$ cat src/rtl/arhc_pkg.sv
// Package for the adjacent rod hit clusterer: payload structs and fixed constants.
// No dependencies.
package arhc_pkg;

  localparam int unsigned LocW    = 9;
  localparam int unsigned SizeW   = 7;
  localparam int unsigned CfgW    = 23;
  localparam int unsigned StatW   = 2;
  localparam int unsigned ValueW  = 24;
  localparam logic [StatW-1:0] FullFlag = 2'd2;
  localparam logic CfgIdxTime  = 1'b0;
  localparam logic CfgIdxSpace = 1'b1;

  typedef struct packed {
    logic [8:0]             rod_location;
    logic                   first_of_event;
    logic signed [ValueW-1:0] hit_time;
    logic signed [ValueW-1:0] hit_xpos;
    logic signed [ValueW-1:0] rod_geom_x;
    logic [ValueW-2:0]      energy;
    logic signed [ValueW-1:0] adc_xpos;
    logic signed [ValueW-1:0] left_amp;
    logic signed [ValueW-1:0] right_amp;
    logic [1:0]             adc_status;
  } hit_t;

  typedef struct packed {
    logic [8:0]             cluster_location;
    logic [6:0]             cluster_size;
    logic signed [ValueW-1:0] mean_time;
    logic signed [ValueW-1:0] mean_xpos;
    logic signed [ValueW-1:0] mean_adc_xpos;
    logic [ValueW-1:0]      total_energy;
    logic signed [ValueW-1:0] mean_left_amp;
    logic signed [ValueW-1:0] mean_right_amp;
    logic [1:0]             cluster_adc_status;
  } cluster_t;

endpackage

$ cat src/rtl/arhc_wmean.sv
// Weighted mean unit: one shared multiplier and a restoring divider, one bit a cycle.
// Depends on nothing but its ports.
module arhc_wmean #(
  parameter int unsigned VW = 24
) (
  input  logic                 clk_i,
  input  logic                 rst_ni,
  input  logic                 start_i,
  input  logic signed [VW-1:0] a1_i,
  input  logic [VW-1:0]        w1_i,
  input  logic signed [VW-1:0] a2_i,
  input  logic [VW-1:0]        w2_i,
  output logic                 done_o,
  output logic signed [VW-1:0] mean_o
);
  localparam int unsigned PW = 2 * VW + 1;
  localparam int unsigned DW = VW + 1;
  localparam int unsigned CW = $clog2(PW + 4);
  localparam logic [2:0] SIdle = 3'd0, SMul1 = 3'd1, SMul2 = 3'd2, SDiv = 3'd3,
                         SDone = 3'd4;

  logic [2:0]    state_q, state_d;
  logic [CW-1:0] cnt_q, cnt_d;
  logic [VW-1:0] m_a_q, m_a_d;
  logic [VW-1:0] m_w_q, m_w_d;
  logic [PW-1:0] p1_q, p1_d;
  logic          n1_q, n1_d, n2_q, n2_d, neg_q, neg_d;
  logic [VW-1:0] a2m_q, a2m_d, w2_q, w2_d;
  logic [DW-1:0] den_q, den_d;
  logic [PW-1:0] quo_q, quo_d;
  logic [DW:0]   rem_q, rem_d;
  logic [2*VW-1:0] prod;
  logic [PW-1:0]   p2;
  logic [DW:0]     trial;

  function automatic logic [VW-1:0] mag(input logic signed [VW-1:0] a);
    logic [VW:0] t;
    t = {a[VW-1], a};
    if (a[VW-1]) t = -t;
    return t[VW-1:0];
  endfunction

  assign prod  = m_a_q * m_w_q;
  assign p2    = {1'b0, prod};
  assign trial = {rem_q[DW-1:0], quo_q[PW-1]} - {1'b0, den_q};

  always_comb begin
    state_d = state_q; cnt_d = cnt_q; m_a_d = m_a_q; m_w_d = m_w_q; p1_d = p1_q;
    n1_d = n1_q; n2_d = n2_q; neg_d = neg_q; a2m_d = a2m_q; w2_d = w2_q;
    den_d = den_q; quo_d = quo_q; rem_d = rem_q;
    case (state_q)
      SIdle: if (start_i) begin
        m_a_d = mag(a1_i); m_w_d = w1_i; a2m_d = mag(a2_i); w2_d = w2_i;
        n1_d = a1_i[VW-1]; n2_d = a2_i[VW-1];
        den_d = {1'b0, w1_i} + {1'b0, w2_i};
        state_d = SMul1;
      end
      SMul1: begin
        p1_d = {1'b0, prod}; m_a_d = a2m_q; m_w_d = w2_q; state_d = SMul2;
      end
      SMul2: begin
        if (n1_q == n2_q) begin
          quo_d = p1_q + p2; neg_d = n1_q;
        end else if (p1_q >= p2) begin
          quo_d = p1_q - p2; neg_d = n1_q;
        end else begin
          quo_d = p2 - p1_q; neg_d = n2_q;
        end
        rem_d = '0; cnt_d = CW'(PW); state_d = SDiv;
      end
      SDiv: begin
        if (!trial[DW]) begin
          rem_d = trial; quo_d = {quo_q[PW-2:0], 1'b1};
        end else begin
          rem_d = {rem_q[DW-1:0], quo_q[PW-1]}; quo_d = {quo_q[PW-2:0], 1'b0};
        end
        cnt_d = cnt_q - 1'b1;
        if (cnt_q == CW'(1)) state_d = SDone;
      end
      SDone: state_d = SIdle;
      default: state_d = SIdle;
    endcase
  end

  always_ff @(posedge clk_i or negedge rst_ni) begin
    if (!rst_ni) begin
      state_q <= SIdle; cnt_q <= '0;
    end else begin
      state_q <= state_d; cnt_q <= cnt_d;
    end
  end

  always_ff @(posedge clk_i) begin
    m_a_q <= m_a_d; m_w_q <= m_w_d; p1_q <= p1_d; n1_q <= n1_d; n2_q <= n2_d;
    neg_q <= neg_d; a2m_q <= a2m_d; w2_q <= w2_d; den_q <= den_d; quo_q <= quo_d;
    rem_q <= rem_d;
  end

  // For a nonzero weight sum, the quotient magnitude is at most the larger input's.
  assign done_o = (state_q == SDone);
  assign mean_o = neg_q ? -quo_q[VW-1:0] : quo_q[VW-1:0];

  a_done_pulse: assert property (@(posedge clk_i) disable iff (!rst_ni)
    done_o |=> !done_o) else $error("done held");
  a_start_idle: assert property (@(posedge clk_i) disable iff (!rst_ni)
    (state_q == SMul1) |-> $past(start_i)) else $error("bad start");
  a_cnt: assert property (@(posedge clk_i) disable iff (!rst_ni)
    (state_q == SDiv) |-> (cnt_q != '0)) else $error("count underflow");
endmodule

$ cat src/rtl/adjacent_rod_hit_clusterer_core.sv
// Top level of the adjacent rod hit clusterer: merge decision, state and sequencer.
// Depends on arhc_pkg and arhc_wmean.
//
//  channel | direction | handshake                         | payload
//  hit     | in        | hit_valid_i / hit_stall_o         | arhc_pkg::hit_t
//  cluster | out       | cluster_valid_o / cluster_stall_i | arhc_pkg::cluster_t
//  config  | in        | cfg_we_i                          | cfg_idx_i, cfg_data_i
//
// A merged item takes five passes of the shared mean unit, one per value, before
// the result is offered. A new cluster from an item that does not merge is
// offered the cycle after its item. Either way the next item waits until the
// cluster has been taken.
// Reset is asynchronous and clears the cluster state to its reset values.
// Input is stalled while an item is in work or its result waits to be taken.
module adjacent_rod_hit_clusterer_core #(
  parameter int unsigned RODS_PER_MODULE = 8,
  parameter int unsigned MAX_CLUSTER     = 64
) (
  input  logic                clk_i,
  input  logic                rst_ni,
  input  logic                hit_valid_i,
  output logic                hit_stall_o,
  input  arhc_pkg::hit_t      hit_i,
  output logic                cluster_valid_o,
  input  logic                cluster_stall_i,
  output arhc_pkg::cluster_t  cluster_o,
  input  logic                cfg_we_i,
  input  logic                cfg_idx_i,
  input  logic [22:0]         cfg_data_i
);
  localparam int unsigned VW   = arhc_pkg::ValueW;
  localparam int unsigned Span = 8 * RODS_PER_MODULE;
  localparam logic [1:0] SIdle = 2'd0, SMean = 2'd1, SOut = 2'd2;

  logic [1:0]  state_q, state_d;
  logic [2:0]  sel_q, sel_d;
  logic [22:0] tmax_q, smax_q;
  logic        pv_q;
  logic [8:0]  ploc_q, aloc_q;
  logic signed [VW-1:0] pt_q, px_q, pg_q;
  logic [6:0]  asize_q;
  logic signed [VW-1:0] acc_q [5];
  logic signed [VW-1:0] hv_q [5];
  logic [VW-1:0] aen_q, w1_q, w2_q;
  logic [1:0]  ast_q;
  logic        in_acc;
  logic        adjacent, merge, wm_done;
  logic signed [VW:0] td, xd0, gd0;
  logic [VW:0] tda, xa, ga, xda;
  logic signed [VW-1:0] t, x, g;
  logic [VW-1:0] e;
  logic [VW:0]   esum_full;
  logic signed [VW-1:0] wm_mean;
  logic go_q;

  assign t = VW'(hit_i.hit_time);
  assign x = VW'(hit_i.hit_xpos);
  assign g = VW'(hit_i.rod_geom_x);
  assign e = VW'(hit_i.energy);

  function automatic logic [VW:0] absv(input logic signed [VW:0] v);
    return v[VW] ? -v : v;
  endfunction

  assign adjacent = (hit_i.rod_location / Span == ploc_q / Span) &&
                    (10'(hit_i.rod_location % Span) == 10'(ploc_q % Span) + 10'd1);
  assign td  = {t[VW-1], t} - {pt_q[VW-1], pt_q};
  assign tda = absv(td);
  assign xd0 = {x[VW-1], x} - {px_q[VW-1], px_q};
  assign gd0 = {g[VW-1], g} - {pg_q[VW-1], pg_q};
  assign xa  = absv(xd0);
  assign ga  = absv(gd0);
  assign xda = (xa > ga) ? xa - ga : ga - xa;
  assign merge = pv_q && !hit_i.first_of_event && adjacent &&
                 (tda < (VW+1)'(tmax_q)) && (xda < (VW+1)'(smax_q));
  assign in_acc = hit_valid_i && !hit_stall_o;
  assign hit_stall_o = (state_q != SIdle);
  assign esum_full = {1'b0, aen_q} + {1'b0, e};

  arhc_wmean #(.VW(VW)) u_wmean (
    .clk_i, .rst_ni, .start_i(go_q), .a1_i(acc_q[sel_q]), .w1_i(w1_q),
    .a2_i(hv_q[sel_q]), .w2_i(w2_q), .done_o(wm_done), .mean_o(wm_mean));

  always_comb begin
    state_d = state_q; sel_d = sel_q;
    case (state_q)
      SIdle: if (in_acc) state_d = merge ? SMean : SOut;
      SMean: if (wm_done) begin
        sel_d = sel_q + 3'd1;
        if (sel_q == 3'd4) begin
          state_d = SOut;
          sel_d = '0;
        end
      end
      SOut: if (!cluster_stall_i) state_d = SIdle;
      default: state_d = SIdle;
    endcase
  end

  always_ff @(posedge clk_i or negedge rst_ni) begin
    if (!rst_ni) begin
      state_q <= SIdle; sel_q <= '0; go_q <= 1'b0;
      tmax_q <= 23'd256; smax_q <= 23'd2560;
      pv_q <= 1'b0; ploc_q <= '0; pt_q <= '0; px_q <= '0; pg_q <= -VW'(25600);
      aloc_q <= '0; asize_q <= 7'd1; aen_q <= '0; ast_q <= '0;
      for (int i = 0; i < 5; i++) acc_q[i] <= '0;
    end else begin
      state_q <= state_d; sel_q <= sel_d;
      go_q <= (state_q == SIdle && in_acc && merge) || (state_q == SMean && wm_done &&
              sel_q != 3'd4);
      if (cfg_we_i && cfg_idx_i == arhc_pkg::CfgIdxTime)  tmax_q <= cfg_data_i;
      if (cfg_we_i && cfg_idx_i == arhc_pkg::CfgIdxSpace) smax_q <= cfg_data_i;
      if (in_acc) begin
        pv_q <= 1'b1; ploc_q <= hit_i.rod_location; pt_q <= t; px_q <= x; pg_q <= g;
        if (merge) begin
          if (aen_q != '0 && e != '0) begin
            aen_q <= esum_full[VW] ? '1 : esum_full[VW-1:0];
          end else begin
            aen_q <= '0;
          end
          ast_q <= (ast_q == arhc_pkg::FullFlag && hit_i.adc_status == arhc_pkg::FullFlag)
                   ? arhc_pkg::FullFlag : 2'd0;
          if (asize_q < 7'(MAX_CLUSTER)) asize_q <= asize_q + 7'd1;
        end else begin
          aloc_q <= hit_i.rod_location; asize_q <= 7'd1; aen_q <= e;
          ast_q <= hit_i.adc_status;
          acc_q[0] <= t; acc_q[1] <= x; acc_q[2] <= VW'(hit_i.adc_xpos);
          acc_q[3] <= VW'(hit_i.left_amp); acc_q[4] <= VW'(hit_i.right_amp);
        end
      end
      if (state_q == SMean && wm_done) acc_q[sel_q] <= wm_mean;
    end
  end

  always_ff @(posedge clk_i) begin
    if (in_acc) begin
      hv_q[0] <= t; hv_q[1] <= x; hv_q[2] <= VW'(hit_i.adc_xpos);
      hv_q[3] <= VW'(hit_i.left_amp); hv_q[4] <= VW'(hit_i.right_amp);
      if (aen_q != '0 && e != '0) begin
        w1_q <= aen_q; w2_q <= e;
      end else begin
        w1_q <= VW'(1); w2_q <= VW'(1);
      end
    end
  end

  assign cluster_valid_o = (state_q == SOut);
  assign cluster_o = '{cluster_location: aloc_q, cluster_size: asize_q,
                       mean_time: acc_q[0], mean_xpos: acc_q[1],
                       mean_adc_xpos: acc_q[2], total_energy: aen_q,
                       mean_left_amp: acc_q[3], mean_right_amp: acc_q[4],
                       cluster_adc_status: ast_q};

  a_no_in_busy: assert property (@(posedge clk_i) disable iff (!rst_ni)
    (state_q != SIdle) |-> hit_stall_o) else $error("accepted while busy");
  a_size: assert property (@(posedge clk_i) disable iff (!rst_ni)
    (asize_q >= 7'd1) && (asize_q <= 7'(MAX_CLUSTER))) else $error("size range");
  a_sel: assert property (@(posedge clk_i) disable iff (!rst_ni)
    (state_q == SMean) |-> (sel_q <= 3'd4)) else $error("lane range");
  a_out: assert property (@(posedge clk_i) disable iff (!rst_ni)
    (cluster_valid_o && cluster_stall_i) |=> cluster_valid_o) else $error("dropped");
endmodule

$ cat config.mk
export PLATFORM = sky130hd
export DESIGN_NAME = adjacent_rod_hit_clusterer_core
export DESIGN_NICKNAME = d
export VERILOG_FILES = /design/src/rtl/arhc_pkg.sv /design/src/rtl/arhc_wmean.sv /design/src/rtl/adjacent_rod_hit_clusterer_core.sv
export SDC_FILE = /design/constraint.sdc
export NUM_CORES = 2
export LEC_CHECK = 0
export BUFFER_PORTS_ARGS = -buffer_cell sky130_fd_sc_hd__buf_4
export CAP_MARGIN = 30
export CORE_UTILIZATION = 64
export CTS_CLUSTER_DIAMETER = 120
export CTS_CLUSTER_SIZE = 24
export DETAILED_ROUTE_END_ITERATION = 12
export PLACE_DENSITY_LB_ADDON = 0.25
export SYNTH_ARGS = -nofsm -noshare
export SYNTH_HDL_FRONTEND = slang
export SYNTH_SLANG_ARGS = --single-unit
$ cat constraint.sdc
create_clock -name clk_i -period 13.81 [get_ports clk_i]
set_clock_uncertainty 0.15 [all_clocks]
set_input_delay 1.381 -clock clk_i [delete_from_list [all_inputs] [get_ports clk_i]]
set_output_delay 1.381 -clock clk_i [all_outputs]
set_load 0.05 [all_outputs]
==> metrics.txt <==
share of post-route cells with drive strength above 1=0.0959; Placed Cells incl. Taps=9875; slowest CP cell=edfxtp_1; Skew-Pair Late Insertion Delay=0.70 ns; Port Buffers=371; Reg2Reg Depth=38; NumNets Final=9687; Synthesis Warnings=0; largest net degree at the start of global routing=201; initial core utilization=0.647; Min Clock Period, post-route=12.09 ns; post-CTS sizing=0; Worst Hold Launch=w2_q[15]; Final Max Tran Viols=0; # IOs=372; Die Width=340 um; data required time of the worst path=14.07 ns; top_reg_cell synth=edfxtp_1; crit-path max FO=36; Iteration-0 DRC Markers=6844; row count=123; vias in the first global route=63300; Post-route DRC=0; Max VDD drop=0.132 mV; TNS Setup=0 ns; Min-Delay Path Class=register to register; synthesized instance count=8327; Setup-failing EPs final=0; WL final=248000 um; Worst Path Arrival=12.35 ns; fmax=0.0827 GHz; clock-pin transition on the worst setup and hold timing paths=0.10 ns; path type of the worst setup path=register to register; EDFF count, synth=412; Non-Filler Instances=9962; Pleak=35.6 nW; Rel. slew slack=0.132; syn avg cell area=8.78 um2; Placer Congestion=1.05; CTS H-tree lvls=2; Tightest Pin Transition=1.29 ns; core area=113000 um2; #FFs+latches synth=717; largest stage delay on the critical path=0.84 ns; Root Buffer=clkbuf_16; critical path launch point type=register; worst r2r dst=u_wmean.quo_q[17]; status=complete, no violations; Setup Buffers After CTS=0; Async SR Flop Fraction=0.425; via count=64400; Hold Path Stages=0; initial antenna violation count=20; first-pass detailed-route iteration total=6; Routed WL per cell=24.9 um; die area=116000 um2; Critical Path End=u_wmean.quo_q[17]; Cell Area, Synth=73100 um2; total gr overflow=0; CTS buffer count=41; pwr dens=57.2 nW/um2; die height=340 um; R2R setup slack=1.72 ns; Final Hold Viols=0; Syn Nets=9594; RSZ-0062 raised after global routing=no; final period utilization=0.875; Sink Count=717; Max-Cap Viols=0; Seq/Total Area, Yosys=0.274; cell repeated most along the worst path=fa_1; critical path launch point=u_wmean.m_a_q[6]; remaining antenna violation count=0; CTS tree=done; CTS max path bufs=3; Layout area overhead=7.40%; hpwl dp=195000 um; worst reg2reg path startpoint=u_wmean.m_a_q[6]; synth unique cells=103; first-pass GRT wire length=376000 um; via/cell ratio=6.46; Global Route Usage Sum=0.423; Setup crit end kind=register; Post-CTS Hold Fix Bufs=0
[flip-flops by register name, indices dropped and copies added (netlist names), 24 cells and up]
register and flops:
px_q 24, u_wmean.den_q 25, pt_q 24, hv_q 120, cluster_o 120, u_wmean.m_a_q 24, w1_q 24, u_wmean.quo_q 49
u_wmean.a2m_q 24, u_wmean.p1_q 48, u_wmean.m_w_q 24, aen_q 24, pg_q 24, u_wmean.rem_q 25
[cells in the final DEF, fill, tap and decap left out, drive strengths merged, types with 114 or more instances in the layout]
master	synthesis	final
inv	1018	1025
nand2	814	814
nor2	710	710
ha	566	566
fa	493	493
buf	66	478
a21oi	470	470
o21ai	460	460
edfxtp	412	412
and2	365	365
dfrtp	289	289
xnor2	257	257
nor3	212	212
a21o	153	153
xor2	147	147
a31o	114	114
[Yosys cell counts (40+ instances only)]
cell      instances  area, um2
inv_1          1017       3820
nand2_1         814       3060
nor2_1          710       2670
ha_1            566       7080
fa_1            493       9870
a21oi_1         468       2340
o21ai_0         441       2210
edfxtp_1        412      12400
and2_1          364       2280
clkbuf_1        362       1360
dfrtp_1         289       7230
xnor2_1         257       2250
nor3_1          211       1060
a21o_1          153       1150
xor2_1          147       1290
a31o_2          114        998
nand3_1         109        546
a221o_1         107       1070
mux2i_1          82        821
nor2b_1          71        444
a31oi_1          63        394
o21bai_1         62        465
nand4_1          61        382
o21a_1           58        435
nand2b_1         54        338
a211oi_1         50        375
a22oi_1          50        375
o211ai_1         46        345
and3_1           45        282
o31ai_1          45        338
mux2_2           44        495
buf_2            40        200
[through the flow]
| step | setup slack (ns) | hold WS [ns] | instance area (um2) | utilization | total power, mW |
|---|---|---|---|---|---|
| floorplan | 3.57 | 0.275 | 73100 | - | 2.78 |
| CTS | 1.90 | 0.318 | 78500 | 0.695 | 4.48 |
| detailed placement | 1.27 | 0.294 | 77100 | 0.683 | 3.06 |
| global placement | 1.54 | 0.297 | 76900 | 0.681 | 3.05 |
| finish | 1.72 | 0.319 | 78500 | 0.695 | 4.50 |
| global route | 1.06 | 0.333 | 78500 | 0.695 | 4.62 |
[worst min-delay path by stage]
stage                             to  slack, ns
finish              u_wmean.w2_q[15]       0.32
detailed placement   u_wmean.w2_q[7]       0.29
global route         u_wmean.w2_q[7]       0.33
global placement    u_wmean.w2_q[19]       0.30
CTS                  u_wmean.w2_q[7]       0.32
floorplan                       pv_q       0.28
[report_power, final]
group	switching, mW	leakage, nW	internal, mW
Clock	0.865	0.641	0.601
Sequential	0.00779	7.01	2.27
Combinational	0.469	27.9	0.282
[logic make-up after synthesis]
group | Yosys count | synth area share
AO/OA/AOI/OAI | 1938 | 0.178
XOR/XNOR | 404 | 0.0484
adder cells (fa/ha/maj) | 1059 | 0.232
buffers and inverters | 1448 | 0.0761
flip-flops | 717 | 0.274
multiplexers | 144 | 0.0229
AND/OR/NAND/NOR | 2617 | 0.169
[critical path, delay by kind of cell (launching register included)]
family / cells / cell delay (ns)
fa+ha+maj: 9 / 4.17
xor+xnor: 2 / 0.54
buf+inv: 7 / 1.05
flops: 1 / 0.84
simple gates: 4 / 0.73
compound gates: 16 / 4.29
[area by class of cell]
type | instances | area [um2]
Inverter | 1020 | 3840
Clock buffer | 62 | 1110
Multi-Input combinational cell | 6162 | 47700
Fill cell | 8927 | 34400
Clock inverter | 14 | 233
Antenna cell | 9 | 22.5
Sequential cell | 717 | 20000
Timing Repair Buffer | 478 | 3740
Tap cell | 1500 | 1880
[routing by layer]
metal | global-route usage | part of all wire | up-vias
li1 | - | - | 28700
met1 | 0.539 | 0.38 | 31400
met2 | 0.658 | 0.45 | 3516
met3 | 0.113 | 0.11 | 769
met4 | 0.230 | 0.062 | 18
met5 | 0 | 0.00046 | -
No activity file was read; power rests on OpenSTA's default activity.
